File: src/rtl/mer_pkg.sv
// Shared types and constants for the midpoint ellipse rasterizer.
package mer_pkg;

    // Quadrant index of one emitted pixel: bit 0 negates x, bit 1 negates y.
    typedef logic [1:0] quad_t;

    localparam quad_t QUAD_FIRST = 2'd0;
    localparam quad_t QUAD_LAST  = 2'd3;

    // Command codes on the input channel.
    localparam logic CMD_START   = 1'b0;
    localparam logic CMD_ADVANCE = 1'b1;

endpackage

File: src/rtl/midpoint_ellipse_rasterizer.sv
// Top level of the midpoint ellipse rasterizer: command sequencer and walk state.
//
// A start transaction (cmd 0) latches the centre and semi-axes and runs the
// setup in ST_START, in which one shared multiplier forms rx^2, ry^2 and
// 2*rx^2*ry; if the walk begins in region two, ST_SEED then uses the multiplier
// to seed the region-two decision. An advance transaction (cmd 1) produces the
// four quadrant pixel transactions (+x,+y), (-x,+y), (+x,-y), (-x,-y), one per
// cycle while pix_stall is low, through a single output register, the fourth
// marked last_of_point, then, unless it was the last point, steps the point in
// ST_STEP_A and ST_STEP_B, with ST_SEED after them on the advance that enters
// region two. A new start or advance is taken only once the last one is through.
// The walk ends on the y = 0 point of region two, whose last pixel carries finished.
// An advance with no ellipse in progress is accepted and produces nothing.
// item_stall is high whenever the sequencer is busy.
module midpoint_ellipse_rasterizer #(
    parameter int COORD_BITS  = 12,
    parameter int RADIUS_BITS = 10
) (
    input  logic                           clk,
    input  logic                           rst_n,
    input  logic                           item_valid,
    output logic                           item_stall,
    input  logic                           cmd,
    input  logic [COORD_BITS-1:0]          centre_x,
    input  logic [COORD_BITS-1:0]          centre_y,
    input  logic [RADIUS_BITS-1:0]         radius_x,
    input  logic [RADIUS_BITS-1:0]         radius_y,
    output logic                           pix_valid,
    input  logic                           pix_stall,
    output logic signed [COORD_BITS+1:0]   pix_x,
    output logic signed [COORD_BITS+1:0]   pix_y,
    output logic                           last_of_point,
    output logic                           finished
);
    import mer_pkg::*;

    localparam int SQ_BITS   = 2 * RADIUS_BITS;
    localparam int STEP_BITS = 3 * RADIUS_BITS + 2;
    localparam int DEC_BITS  = 4 * RADIUS_BITS + 2;
    localparam int A_BITS    = 3 * RADIUS_BITS;
    localparam int B_BITS    = 2 * RADIUS_BITS;
    localparam int P_BITS    = A_BITS + B_BITS;

    typedef enum logic [2:0] {
        ST_IDLE,
        ST_START,
        ST_SEED,
        ST_EMIT,
        ST_STEP_A,
        ST_STEP_B
    } state_t;

    typedef logic [2:0] phase_t;

    state_t                 state_reg, state_next;
    phase_t                 ph_reg, ph_next;
    quad_t                  quad_reg, quad_next;
    logic                   active_reg, active_next;
    logic                   r2_reg, r2_next;
    logic                   br_reg, br_next;
    logic [COORD_BITS-1:0]  ctr_x_reg, ctr_x_next;
    logic [COORD_BITS-1:0]  ctr_y_reg, ctr_y_next;
    logic [RADIUS_BITS-1:0] rad_x_reg, rad_x_next;
    logic [RADIUS_BITS-1:0] rad_y_reg, rad_y_next;
    logic [SQ_BITS-1:0]     rad_x_sq_reg, rad_x_sq_next;
    logic [SQ_BITS-1:0]     rad_y_sq_reg, rad_y_sq_next;
    logic [RADIUS_BITS-1:0] cur_x_reg, cur_x_next;
    logic [RADIUS_BITS-1:0] cur_y_reg, cur_y_next;
    logic [STEP_BITS-1:0]   step_x_reg, step_x_next;
    logic [STEP_BITS-1:0]   step_y_reg, step_y_next;
    logic [DEC_BITS-1:0]    dec_reg, dec_next;
    logic [DEC_BITS-1:0]    acc_reg, acc_next;

    logic [A_BITS-1:0]      op_a;
    logic [B_BITS-1:0]      op_b;
    logic [P_BITS-1:0]      prod;

    logic                   pix_free;
    logic                   pix_load;
    logic                   fin_point;
    logic [STEP_BITS-1:0]   two_rx_sq;
    logic [STEP_BITS-1:0]   two_ry_sq;
    logic [STEP_BITS-1:0]   start_step_y;
    logic                   dec_neg;
    logic                   dec_pos;
    logic                   use_x;
    logic                   use_y;
    logic [DEC_BITS-1:0]    dec_term;

    mer_mult #(
        .A_BITS (A_BITS),
        .B_BITS (B_BITS)
    ) u_mult (
        .clk  (clk),
        .op_a (op_a),
        .op_b (op_b),
        .prod (prod)
    );

    mer_pix_out #(
        .COORD_BITS  (COORD_BITS),
        .RADIUS_BITS (RADIUS_BITS)
    ) u_pix_out (
        .clk           (clk),
        .rst_n         (rst_n),
        .load          (pix_load),
        .quad          (quad_reg),
        .fin           (fin_point),
        .ctr_x         (ctr_x_reg),
        .ctr_y         (ctr_y_reg),
        .cur_x         (cur_x_reg),
        .cur_y         (cur_y_reg),
        .free          (pix_free),
        .pix_valid     (pix_valid),
        .pix_stall     (pix_stall),
        .pix_x         (pix_x),
        .pix_y         (pix_y),
        .last_of_point (last_of_point),
        .finished      (finished)
    );

    assign item_stall = (state_reg != ST_IDLE);
    assign pix_load   = (state_reg == ST_EMIT) && pix_free;
    assign fin_point  = r2_reg && (cur_y_reg == '0);

    assign two_rx_sq    = {(STEP_BITS-SQ_BITS-1)'(0), rad_x_sq_reg, 1'b0};
    assign two_ry_sq    = {(STEP_BITS-SQ_BITS-1)'(0), rad_y_sq_reg, 1'b0};
    assign start_step_y = {(STEP_BITS-A_BITS-1)'(0), prod[A_BITS-1:0], 1'b0};
    assign dec_neg      = dec_reg[DEC_BITS-1];
    assign dec_pos      = !dec_reg[DEC_BITS-1] && (dec_reg != '0);

    // Region one always moves x and moves y on the taken branch; region two the reverse.
    assign use_x = r2_reg ? br_reg : 1'b1;
    assign use_y = r2_reg ? 1'b1 : br_reg;

    always_comb
    begin
        dec_term = r2_reg ? DEC_BITS'(rad_x_sq_reg) : DEC_BITS'(rad_y_sq_reg);
        if (use_x)
            dec_term = dec_term + DEC_BITS'(step_x_reg);
        if (use_y)
            dec_term = dec_term - DEC_BITS'(step_y_reg);
    end

    // Operand selection for the shared multiplier.
    always_comb
    begin
        op_a = '0;
        op_b = '0;
        unique case (state_reg)
            ST_START:
            begin
                case (ph_reg)
                    3'd0:
                    begin
                        op_a = A_BITS'(rad_x_reg);
                        op_b = B_BITS'(rad_x_reg);
                    end
                    3'd1:
                    begin
                        op_a = A_BITS'(rad_y_reg);
                        op_b = B_BITS'(rad_y_reg);
                    end
                    3'd2:
                    begin
                        op_a = A_BITS'(rad_x_sq_reg);
                        op_b = B_BITS'(rad_y_reg);
                    end
                    default:
                    begin
                        op_a = '0;
                        op_b = '0;
                    end
                endcase
            end
            ST_SEED:
            begin
                case (ph_reg)
                    3'd0:
                    begin
                        op_a = A_BITS'(rad_y_sq_reg);
                        op_b = B_BITS'(cur_x_reg);
                    end
                    3'd1:
                    begin
                        op_a = prod[A_BITS-1:0];
                        op_b = B_BITS'(cur_x_reg);
                    end
                    3'd2:
                    begin
                        op_a = A_BITS'(rad_x_sq_reg);
                        op_b = B_BITS'(cur_y_reg);
                    end
                    3'd3:
                    begin
                        op_a = prod[A_BITS-1:0];
                        op_b = B_BITS'(cur_y_reg);
                    end
                    3'd4:
                    begin
                        op_a = A_BITS'(rad_x_sq_reg);
                        op_b = rad_y_sq_reg;
                    end
                    default:
                    begin
                        op_a = '0;
                        op_b = '0;
                    end
                endcase
            end
            default:
            begin
                op_a = '0;
                op_b = '0;
            end
        endcase
    end

    always_comb
    begin
        state_next    = state_reg;
        ph_next       = ph_reg;
        quad_next     = quad_reg;
        active_next   = active_reg;
        r2_next       = r2_reg;
        br_next       = br_reg;
        ctr_x_next    = ctr_x_reg;
        ctr_y_next    = ctr_y_reg;
        rad_x_next    = rad_x_reg;
        rad_y_next    = rad_y_reg;
        rad_x_sq_next = rad_x_sq_reg;
        rad_y_sq_next = rad_y_sq_reg;
        cur_x_next    = cur_x_reg;
        cur_y_next    = cur_y_reg;
        step_x_next   = step_x_reg;
        step_y_next   = step_y_reg;
        dec_next      = dec_reg;
        acc_next      = acc_reg;

        unique case (state_reg)
            ST_IDLE:
            begin
                if (item_valid)
                begin
                    if (cmd == CMD_START)
                    begin
                        ctr_x_next  = centre_x;
                        ctr_y_next  = centre_y;
                        rad_x_next  = radius_x;
                        rad_y_next  = radius_y;
                        cur_x_next  = '0;
                        cur_y_next  = radius_y;
                        step_x_next = '0;
                        r2_next     = 1'b0;
                        active_next = 1'b1;
                        ph_next     = '0;
                        state_next  = ST_START;
                    end
                    else if (active_reg)
                    begin
                        quad_next  = QUAD_FIRST;
                        state_next = ST_EMIT;
                    end
                end
            end

            ST_START:
            begin
                ph_next = ph_reg + 3'd1;
                case (ph_reg)
                    3'd1:
                        rad_x_sq_next = prod[SQ_BITS-1:0];
                    3'd2:
                        rad_y_sq_next = prod[SQ_BITS-1:0];
                    3'd3:
                    begin
                        step_y_next = start_step_y;
                        dec_next = DEC_BITS'(rad_y_sq_reg) - DEC_BITS'(prod[A_BITS-1:0])
                                 + DEC_BITS'(rad_x_sq_reg >> 2);
                        ph_next = '0;
                        // step_x starts at zero, so region two is due only if step_y is zero.
                        if (start_step_y == '0)
                            state_next = ST_SEED;
                        else
                            state_next = ST_IDLE;
                    end
                    default:
                    begin
                    end
                endcase
            end

            ST_SEED:
            begin
                ph_next = ph_reg + 3'd1;
                case (ph_reg)
                    3'd2:
                        acc_next = prod[DEC_BITS-1:0];
                    3'd4:
                        acc_next = acc_reg + prod[DEC_BITS-1:0];
                    3'd5:
                    begin
                        dec_next   = acc_reg - prod[DEC_BITS-1:0];
                        r2_next    = 1'b1;
                        ph_next    = '0;
                        state_next = ST_IDLE;
                    end
                    default:
                    begin
                    end
                endcase
            end

            ST_EMIT:
            begin
                if (pix_free)
                begin
                    quad_next = quad_reg + 2'd1;
                    if (quad_reg == QUAD_LAST)
                    begin
                        if (fin_point)
                        begin
                            active_next = 1'b0;
                            state_next  = ST_IDLE;
                        end
                        else
                        begin
                            state_next = ST_STEP_A;
                        end
                    end
                end
            end

            ST_STEP_A:
            begin
                if (!r2_reg)
                begin
                    step_x_next = step_x_reg + two_ry_sq;
                    cur_x_next  = cur_x_reg + 1'b1;
                    br_next     = !dec_neg;
                    if (!dec_neg)
                    begin
                        cur_y_next  = cur_y_reg - 1'b1;
                        step_y_next = step_y_reg - two_rx_sq;
                    end
                end
                else
                begin
                    step_y_next = step_y_reg - two_rx_sq;
                    cur_y_next  = cur_y_reg - 1'b1;
                    br_next     = !dec_pos;
                    if (!dec_pos)
                    begin
                        cur_x_next  = cur_x_reg + 1'b1;
                        step_x_next = step_x_reg + two_ry_sq;
                    end
                end
                state_next = ST_STEP_B;
            end

            ST_STEP_B:
            begin
                dec_next = dec_reg + dec_term;
                ph_next  = '0;
                if (!r2_reg && (step_x_reg >= step_y_reg))
                    state_next = ST_SEED;
                else
                    state_next = ST_IDLE;
            end

            default:
            begin
                state_next = ST_IDLE;
            end
        endcase
    end

    always_ff @(posedge clk or negedge rst_n)
    begin
        if (!rst_n)
        begin
            state_reg    <= ST_IDLE;
            ph_reg       <= '0;
            quad_reg     <= QUAD_FIRST;
            active_reg   <= 1'b0;
            r2_reg       <= 1'b0;
            br_reg       <= 1'b0;
            ctr_x_reg    <= '0;
            ctr_y_reg    <= '0;
            rad_x_reg    <= '0;
            rad_y_reg    <= '0;
            rad_x_sq_reg <= '0;
            rad_y_sq_reg <= '0;
            cur_x_reg    <= '0;
            cur_y_reg    <= '0;
            step_x_reg   <= '0;
            step_y_reg   <= '0;
            dec_reg      <= '0;
            acc_reg      <= '0;
        end
        else
        begin
            state_reg    <= state_next;
            ph_reg       <= ph_next;
            quad_reg     <= quad_next;
            active_reg   <= active_next;
            r2_reg       <= r2_next;
            br_reg       <= br_next;
            ctr_x_reg    <= ctr_x_next;
            ctr_y_reg    <= ctr_y_next;
            rad_x_reg    <= rad_x_next;
            rad_y_reg    <= rad_y_next;
            rad_x_sq_reg <= rad_x_sq_next;
            rad_y_sq_reg <= rad_y_sq_next;
            cur_x_reg    <= cur_x_next;
            cur_y_reg    <= cur_y_next;
            step_x_reg   <= step_x_next;
            step_y_reg   <= step_y_next;
            dec_reg      <= dec_next;
            acc_reg      <= acc_next;
        end
    end

endmodule

File: src/rtl/mer_mult.sv
// Shared unsigned multiplier with a registered product.
module mer_mult #(
    parameter int A_BITS = 30,
    parameter int B_BITS = 20
) (
    input  logic                       clk,
    input  logic [A_BITS-1:0]          op_a,
    input  logic [B_BITS-1:0]          op_b,
    output logic [A_BITS+B_BITS-1:0]   prod
);

    logic [A_BITS+B_BITS-1:0] prod_reg;

    always_ff @(posedge clk)
    begin
        prod_reg <= (A_BITS+B_BITS)'(op_a) * (A_BITS+B_BITS)'(op_b);
    end

    assign prod = prod_reg;

endmodule

File: src/rtl/mer_pix_out.sv
// Pixel generator and output register for the four quadrant pixels of a point.
module mer_pix_out #(
    parameter int COORD_BITS  = 12,
    parameter int RADIUS_BITS = 10
) (
    input  logic                           clk,
    input  logic                           rst_n,
    input  logic                           load,
    input  mer_pkg::quad_t                 quad,
    input  logic                           fin,
    input  logic [COORD_BITS-1:0]          ctr_x,
    input  logic [COORD_BITS-1:0]          ctr_y,
    input  logic [RADIUS_BITS-1:0]         cur_x,
    input  logic [RADIUS_BITS-1:0]         cur_y,
    output logic                           free,
    output logic                           pix_valid,
    input  logic                           pix_stall,
    output logic signed [COORD_BITS+1:0]   pix_x,
    output logic signed [COORD_BITS+1:0]   pix_y,
    output logic                           last_of_point,
    output logic                           finished
);
    import mer_pkg::*;

    localparam int PIX_BITS = COORD_BITS + 2;
    localparam int EXT_BITS = (PIX_BITS > RADIUS_BITS) ? PIX_BITS : RADIUS_BITS;

    logic                valid_reg;
    logic [PIX_BITS-1:0] pix_x_reg;
    logic [PIX_BITS-1:0] pix_y_reg;
    logic                last_reg;
    logic                fin_reg;

    logic [EXT_BITS-1:0] sum_x;
    logic [EXT_BITS-1:0] sum_y;
    logic                last_now;

    // The register can take a new pixel when empty or when its pixel leaves now.
    assign free = !valid_reg || !pix_stall;

    always_comb
    begin
        if (quad[0])
            sum_x = EXT_BITS'(ctr_x) - EXT_BITS'(cur_x);
        else
            sum_x = EXT_BITS'(ctr_x) + EXT_BITS'(cur_x);
        if (quad[1])
            sum_y = EXT_BITS'(ctr_y) - EXT_BITS'(cur_y);
        else
            sum_y = EXT_BITS'(ctr_y) + EXT_BITS'(cur_y);
        last_now = (quad == QUAD_LAST);
    end

    always_ff @(posedge clk or negedge rst_n)
    begin
        if (!rst_n)
        begin
            valid_reg <= 1'b0;
        end
        else if (load)
        begin
            valid_reg <= 1'b1;
        end
        else if (!pix_stall)
        begin
            valid_reg <= 1'b0;
        end
    end

    always_ff @(posedge clk)
    begin
        if (load)
        begin
            pix_x_reg <= sum_x[PIX_BITS-1:0];
            pix_y_reg <= sum_y[PIX_BITS-1:0];
            last_reg  <= last_now;
            fin_reg   <= last_now && fin;
        end
    end

    assign pix_valid     = valid_reg;
    assign pix_x         = pix_x_reg;
    assign pix_y         = pix_y_reg;
    assign last_of_point = last_reg;
    assign finished      = fin_reg;

endmodule
File: config.mk
export PLATFORM = sky130hd
export DESIGN_NAME = midpoint_ellipse_rasterizer
export DESIGN_NICKNAME = d
export VERILOG_FILES = /design/src/rtl/mer_pkg.sv /design/src/rtl/midpoint_ellipse_rasterizer.sv /design/src/rtl/mer_mult.sv /design/src/rtl/mer_pix_out.sv
export SDC_FILE = /design/constraint.sdc
export NUM_CORES = 2
export LEC_CHECK = 0
export BUFFER_PORTS_ARGS = -buffer_cell sky130_fd_sc_hd__buf_4
export CORE_UTILIZATION = 45
export CTS_CLUSTER_DIAMETER = 40
export DETAILED_ROUTE_END_ITERATION = 6
export PLACE_DENSITY = 0.67
export SLEW_MARGIN = 40
export SYNTH_ARGS = -nofsm -noshare
export SYNTH_HDL_FRONTEND = slang
export SYNTH_SLANG_ARGS = --single-unit
File: constraint.sdc
create_clock -name clk -period 22.5 [get_ports clk]
set_clock_uncertainty 0.2 [all_clocks]
set_input_delay 4.5 -clock clk [delete_from_list [all_inputs] [get_ports clk]]
set_output_delay 4.5 -clock clk [all_outputs]
set_load 0.01 [all_outputs]
======== After elaboration in Yosys (flattened, before gate mapping) ========
Index checks and enable logic that the tools add are counted.
cells by class
  order comparisons ....................... 1
  equal/unequal tests ..................... 24
  bitwise gates (word level) .............. 1
  mux-type cells .......................... 70
  add/sub/neg operators ................... 17
  $mul .................................... 1
  reduce and logical (&&, ||, !) cells .... 42
operators with widths
  kind                                 count
  two-way mux 32 bit                   7
  one-hot mux 32 bit (2 select lines)  2
  two-way mux 42 bit                   3
  one-hot mux 42 bit (3 select lines)  1
  one-hot mux 20 bit (3 select lines)  2
  one-hot mux 30 bit (3 select lines)  1
  adder 42 bit                         2
  one-hot mux 42 bit (2 select lines)  1
  two-way mux 10 bit                   8
  one-hot mux 10 bit (2 select lines)  3
  one-hot mux 30 bit (2 select lines)  1
  multiplier 30 x 20 -> 42 bit         1
  nonzero test 42 bit                  1
  subtractor 42 x 32 -> 42 bit         1
  subtractor 42 bit                    1
  one-hot mux 20 bit (2 select lines)  1
  two-way mux 3 bit                    12
  adder 20 x 32 -> 33 bit              1
  two-way mux 33 bit                   1
  adder 31 x 19 -> 32 bit              1
  adder 32 x 21 -> 32 bit              1
  >= comparator 32 bit                 1
  logical NOT 32 bit                   1
  subtractor 32 x 21 -> 32 bit         1
  37 further kinds                     101
word-level totals
  word-level logic and storage cells ...... 180
  bits in registers ....................... 336
  output and inout port bits .............. 32

======== Logic depth before layout (Yosys ltp) ========
  word-level depth ........................ 7
  mapped depth ............................ 39

======== Cells and area by module ========
Synthesis repeated with hierarchy kept, for this count alone.
second synthesis, totals
  cell total of the unflattened synthesis .. 6227
  area total of the unflattened synthesis .. 50870.0 µm²
modules (own cells, without submodules)
  module                       cells each  area an instance (µm²)  times used  seq. area each (µm²)
  midpoint_ellipse_rasterizer  3559        27198.6                 1           6531.3
  mer_mult                     2340        20697.4                 1           1001.0
  mer_pix_out                  328         2974.1                  1           925.9

======== Worst setup path before layout ========
OpenSTA, ideal clock, no wires.
  kind .................................... flip-flop to flip-flop
  start ................................... reg ph_reg[0]
  end ..................................... reg u_mult.prod_reg[41], in the netlist u_mult.prod[41]
  path buffers ............................ 3
  path slack .............................. 13.356 ns
  arrival time ............................ 8.872 ns
  stages on the path, launching flop included .. 34
  clock period less this slack ............ 9.144 ns
  cell sequence ........................... dfrtp_1 > inv_1 > clkbuf_1 > ha_1 > nor2b_1 > or2_2 > o31ai_1 > clkbuf_1 > o22a_1 > clkbuf_1 > nor2_1 > fa_1 > inv_1 > fa_1 > fa_1 > inv_1 > fa_1 > fa_1 > fa_1 > inv_1 > fa_1 > inv_1 > ha_1 > a211oi_1 > nand3_1 > a211oi_1 > nor3_1 > o21ai_0 > a211oi_1 > o221ai_1 > o21ai_0 > a21o_1 > a21oi_1 > xnor2_1
between the ends
  longest elaborated chain between the ends .. 5
  elaborated cells between the ends (all ways) .. 17
  those cells by class .................... mul: 1; eq/ne: 4; mux: 6; reduce/logical: 6
RTL lines
  what                                                                                        RTL line                            source
  start, declared                                                                             midpoint_ellipse_rasterizer.sv:56   phase_t ph_reg, ph_next;
  start signal, assigned                                                                      midpoint_ellipse_rasterizer.sv:404  ph_reg <= ph_next;
  == test 3 bit (tied with other cells)                                                       midpoint_ellipse_rasterizer.sv:178  case (ph_reg)
  OR reduction 2 bit (no line)                                                                -
  one-hot mux 30 bit (3 select lines) (tied with other cells)                                 midpoint_ellipse_rasterizer.sv:178
  one-hot mux 30 bit (2 select lines) or one-hot mux 20 bit (2 select lines) (tied branches)  midpoint_ellipse_rasterizer.sv:150  unique case (state_reg)
  multiplier 30 x 20 -> 42 bit *                                                              mer_mult.sv:16                      prod_reg <= (A_BITS+B_BITS)'(op_a) * (A_BITS+B_BITS)'(op_b);
  end signal, assigned                                                                        mer_mult.sv:16
  end, declared                                                                               mer_mult.sv:12                      logic [A_BITS+B_BITS-1:0] prod_reg;
Mark *: on every way between the ends. The rest lies on a longest branch, timed or not.
A chain may end at the register's enable or synchronous reset.

======== Worst setup path in the final report ========
Same ends and word-level chain as after synthesis.

==> impl_metrics.yaml <==
outcome:
  status: "finished with violations"
  violations: "design-rule violations"
sta:
  worst_pin_slew_ns: 0.893
  hold_viol_final: 0
  rsz0062_at_grt: "false"
  setup_slack_ns: 11.31
  slew_violations: 0
  whs_ns: 0.308
  setup_viol: 0
  fin_crit_sh_pct: 49.7
  finalSetupTns_ns: 0
  fmax_mhz: 89.3
  relSlewSlack_pct: 40.3
  min_period_ns: 11.19
placed_design:
  port_buffers: 80
  gp_congestion: 0.984
  pre_cts_ws_ns: 11.47
  place_inst: 7185
  dp_hpwl_um: 124000
yosys:
  async_flop_share_pct: 78.4
  yosysSeqAreaShare_pct: 17.5
  yosys-top-cells-area: "fa_1 20%, dfrtp_1 14%, ha_1 12%"
  ys_ff_latch: 334
  ys_warn_count: 0
  avgSynthCellArea_sq_um: 8.18
  ys.flop_type: "dfrtp_1"
  postSynthCellCount: 5805
  synth_cell_type_count: 102
  synth_top_area_cell: "fa_1"
  synth_edf_count: 30
  yosys.area.top_type_share_pct: 20.5
  syn_area_sq_um: 47500
worst_setup_path:
  crit_path_start_kind: "flip-flop"
  crit_arrival_ns: 11.53
  crit_path_frequent_cell: "fa_1"
  critPathMaxFanout: 40
  worstSetupPathType: "flip-flop to flip-flop"
  cpMaxStageDelayCell: "a22o_1"
  cpPeakStageDelay_ns: 0.66
  critical_path.endpoint_type: "flip-flop"
  required_ns: 22.84
cells_and_area:
  instances_no_fill: 7317
  mostFrequentLayoutCell: "inv_1"
  multi_input_area_sq_um: 35800
  fill_cells: 9944
  area_growth_pct: 10.6
  nets: 6865
  drive_above_1_share_pct: 6.89
  layout_common_cells: "786 x inv_1, 754 x nand2_1, 517 x nor2_1"
  regArea_sq_um: 8300
  antenna_cells: 0
clocking:
  clkLatencyLatePin_ns: 0.63
  path_clk_slew_ns: 0.05
  cts_resized: 0
  cts_tree: "done"
  hold_buffers: 0
  cts_buffer_depth: 3
  cts.sinks: 334
  htree_levels: 3
  cts_root_buffer: "clkbuf_16"
  cts_buffers: 70
  cts_setup_buffers: 0
floorplanning:
  io_pins: 81
  start_util_pct: 45.6
  die_w_um: 327
  fp.dieH_um: 327
  core_sq_um: 104000
  num_rows: 118
  die_area_sq_um: 107000
drt:
  drt_iter0_drc: 3766
  routed_wirelength_um: 154000
  firstDrtPassIters: 7
  vias: 42200
  vias_per_cell: 5.77
  drc: 1
  wl_per_cell_um: 21.1
  ant_nets: 0
global_route:
  grt_pass1_wl_um: 241000
  grt_pass1_vias: 42200
  grt.total_usage_pct: 28.9
  grt.overflow.total: 0
  grt_max_degree: 79
  antenna_found_initial: 5
run:
  cap_violations: 0
power_and_ir_drop:
  power.density_nw_per_um2: 169
  p_leak_nw: 24.9
  irDropWorstVdd_v: 0.000111
hold_path:
  min_path_type: "flip-flop to flip-flop"
## layer usage
layer	vias to the layer above	routed length (um)	global-route usage, %
met2	1648	69900	46.6
met3	312	12500	4.50
met5	-	30	0
li1	19600	-	-
met4	4	6180	11.1
met1	20700	65700	39.1
## layout make-up
type,count,share of cell area [%]
Clock buffer,88,3.74
Timing Repair Buffer,174,2.52
Multi-Input combinational cell,4511,68.1
Inverter,790,5.64
Tap cell,1380,3.29
Clock inverter,40,0.865
Sequential cell,334,15.8
## cell usage after synthesis (all sizes together) (39+ instances only)
cell type and n:
o21ai 326, nor3 75, and3 47, a22oi 53
nand2 757, o21bai 49, a211oi 59, nor2 523
nand2b 51, dfrtp 262, buf 39, o21a 48
nor2b 44, nand3 69, ha 449, xnor2 217
a21oi 401, a21o 115, and2 40, xor2 88
inv 787, fa 486, dfxtp 42, clkbuf 194
o22ai 44
## critical path: cells and delay by family (launching register included)
| family | cells | cell delay (ns) |
|---|---|---|
| buf+inv | 8 | 1.49 |
| fa+ha+maj | 9 | 4.17 |
| simple gates | 6 | 1.50 |
| xor+xnor | 1 | 0.13 |
| flops | 1 | 0.43 |
| compound gates | 9 | 3.11 |
## path summary, 6_finish.rpt
check	start	to	slack, ns	cells after the start
worst max-delay path	ph_reg[0]$_DFFE_PN0P_	u_mult.prod[41]$_DFF_P_	11.31	33
worst min-delay path	rad_y_reg[6]$_DFFE_PN0P_	rad_y_reg[6]$_DFFE_PN0P_	0.31	2
worst max register to register	ph_reg[0]$_DFFE_PN0P_	u_mult.prod[41]$_DFF_P_	11.31	33
worst min register to register	rad_y_reg[6]$_DFFE_PN0P_	rad_y_reg[6]$_DFFE_PN0P_	0.31	2
max in group asynchronous	rst_n	acc_reg[33]$_DFFE_PN0P_	16.12	4
min in group asynchronous	rst_n	ctr_x_reg[9]$_DFFE_PN0P_	3.67	1
## cell families after synthesis
| logic type | after synthesis | share of synthesized area (%) |
|---|---|---|
| xor+xnor | 305 | 5.62 |
| other cells | 2 | 0.0158 |
| flops | 334 | 17.5 |
| compound gates | 1399 | 19.0 |
| buf+inv | 1023 | 8.17 |
| fa+ha+maj | 935 | 32.3 |
| mux | 51 | 1.15 |
| simple gates | 1756 | 16.3 |
## metrics by stage
stage          cell area (sq um)  power [W]  util, %
6_report                   52500    0.00886     50.5
5_1_grt                    52500    0.00955     50.5
4_1_cts                    52500    0.00875     50.4
3_5_place_dp               50100    0.00763     48.1
3_3_place_gp               50000    0.00755     48.0
2_1_floorplan              47700    0.00598        -
## where the power goes
part | total [W] | switching, W | internal, W | leakage (nW)
sequential | 0.00112 | 0.000283 | 0.000839 | 4.06
clock | 0.00106 | 0.000382 | 0.000676 | 1.16
combinational | 0.00668 | 0.00399 | 0.00269 | 19.7
No activity file was read; power rests on OpenSTA's default activity.
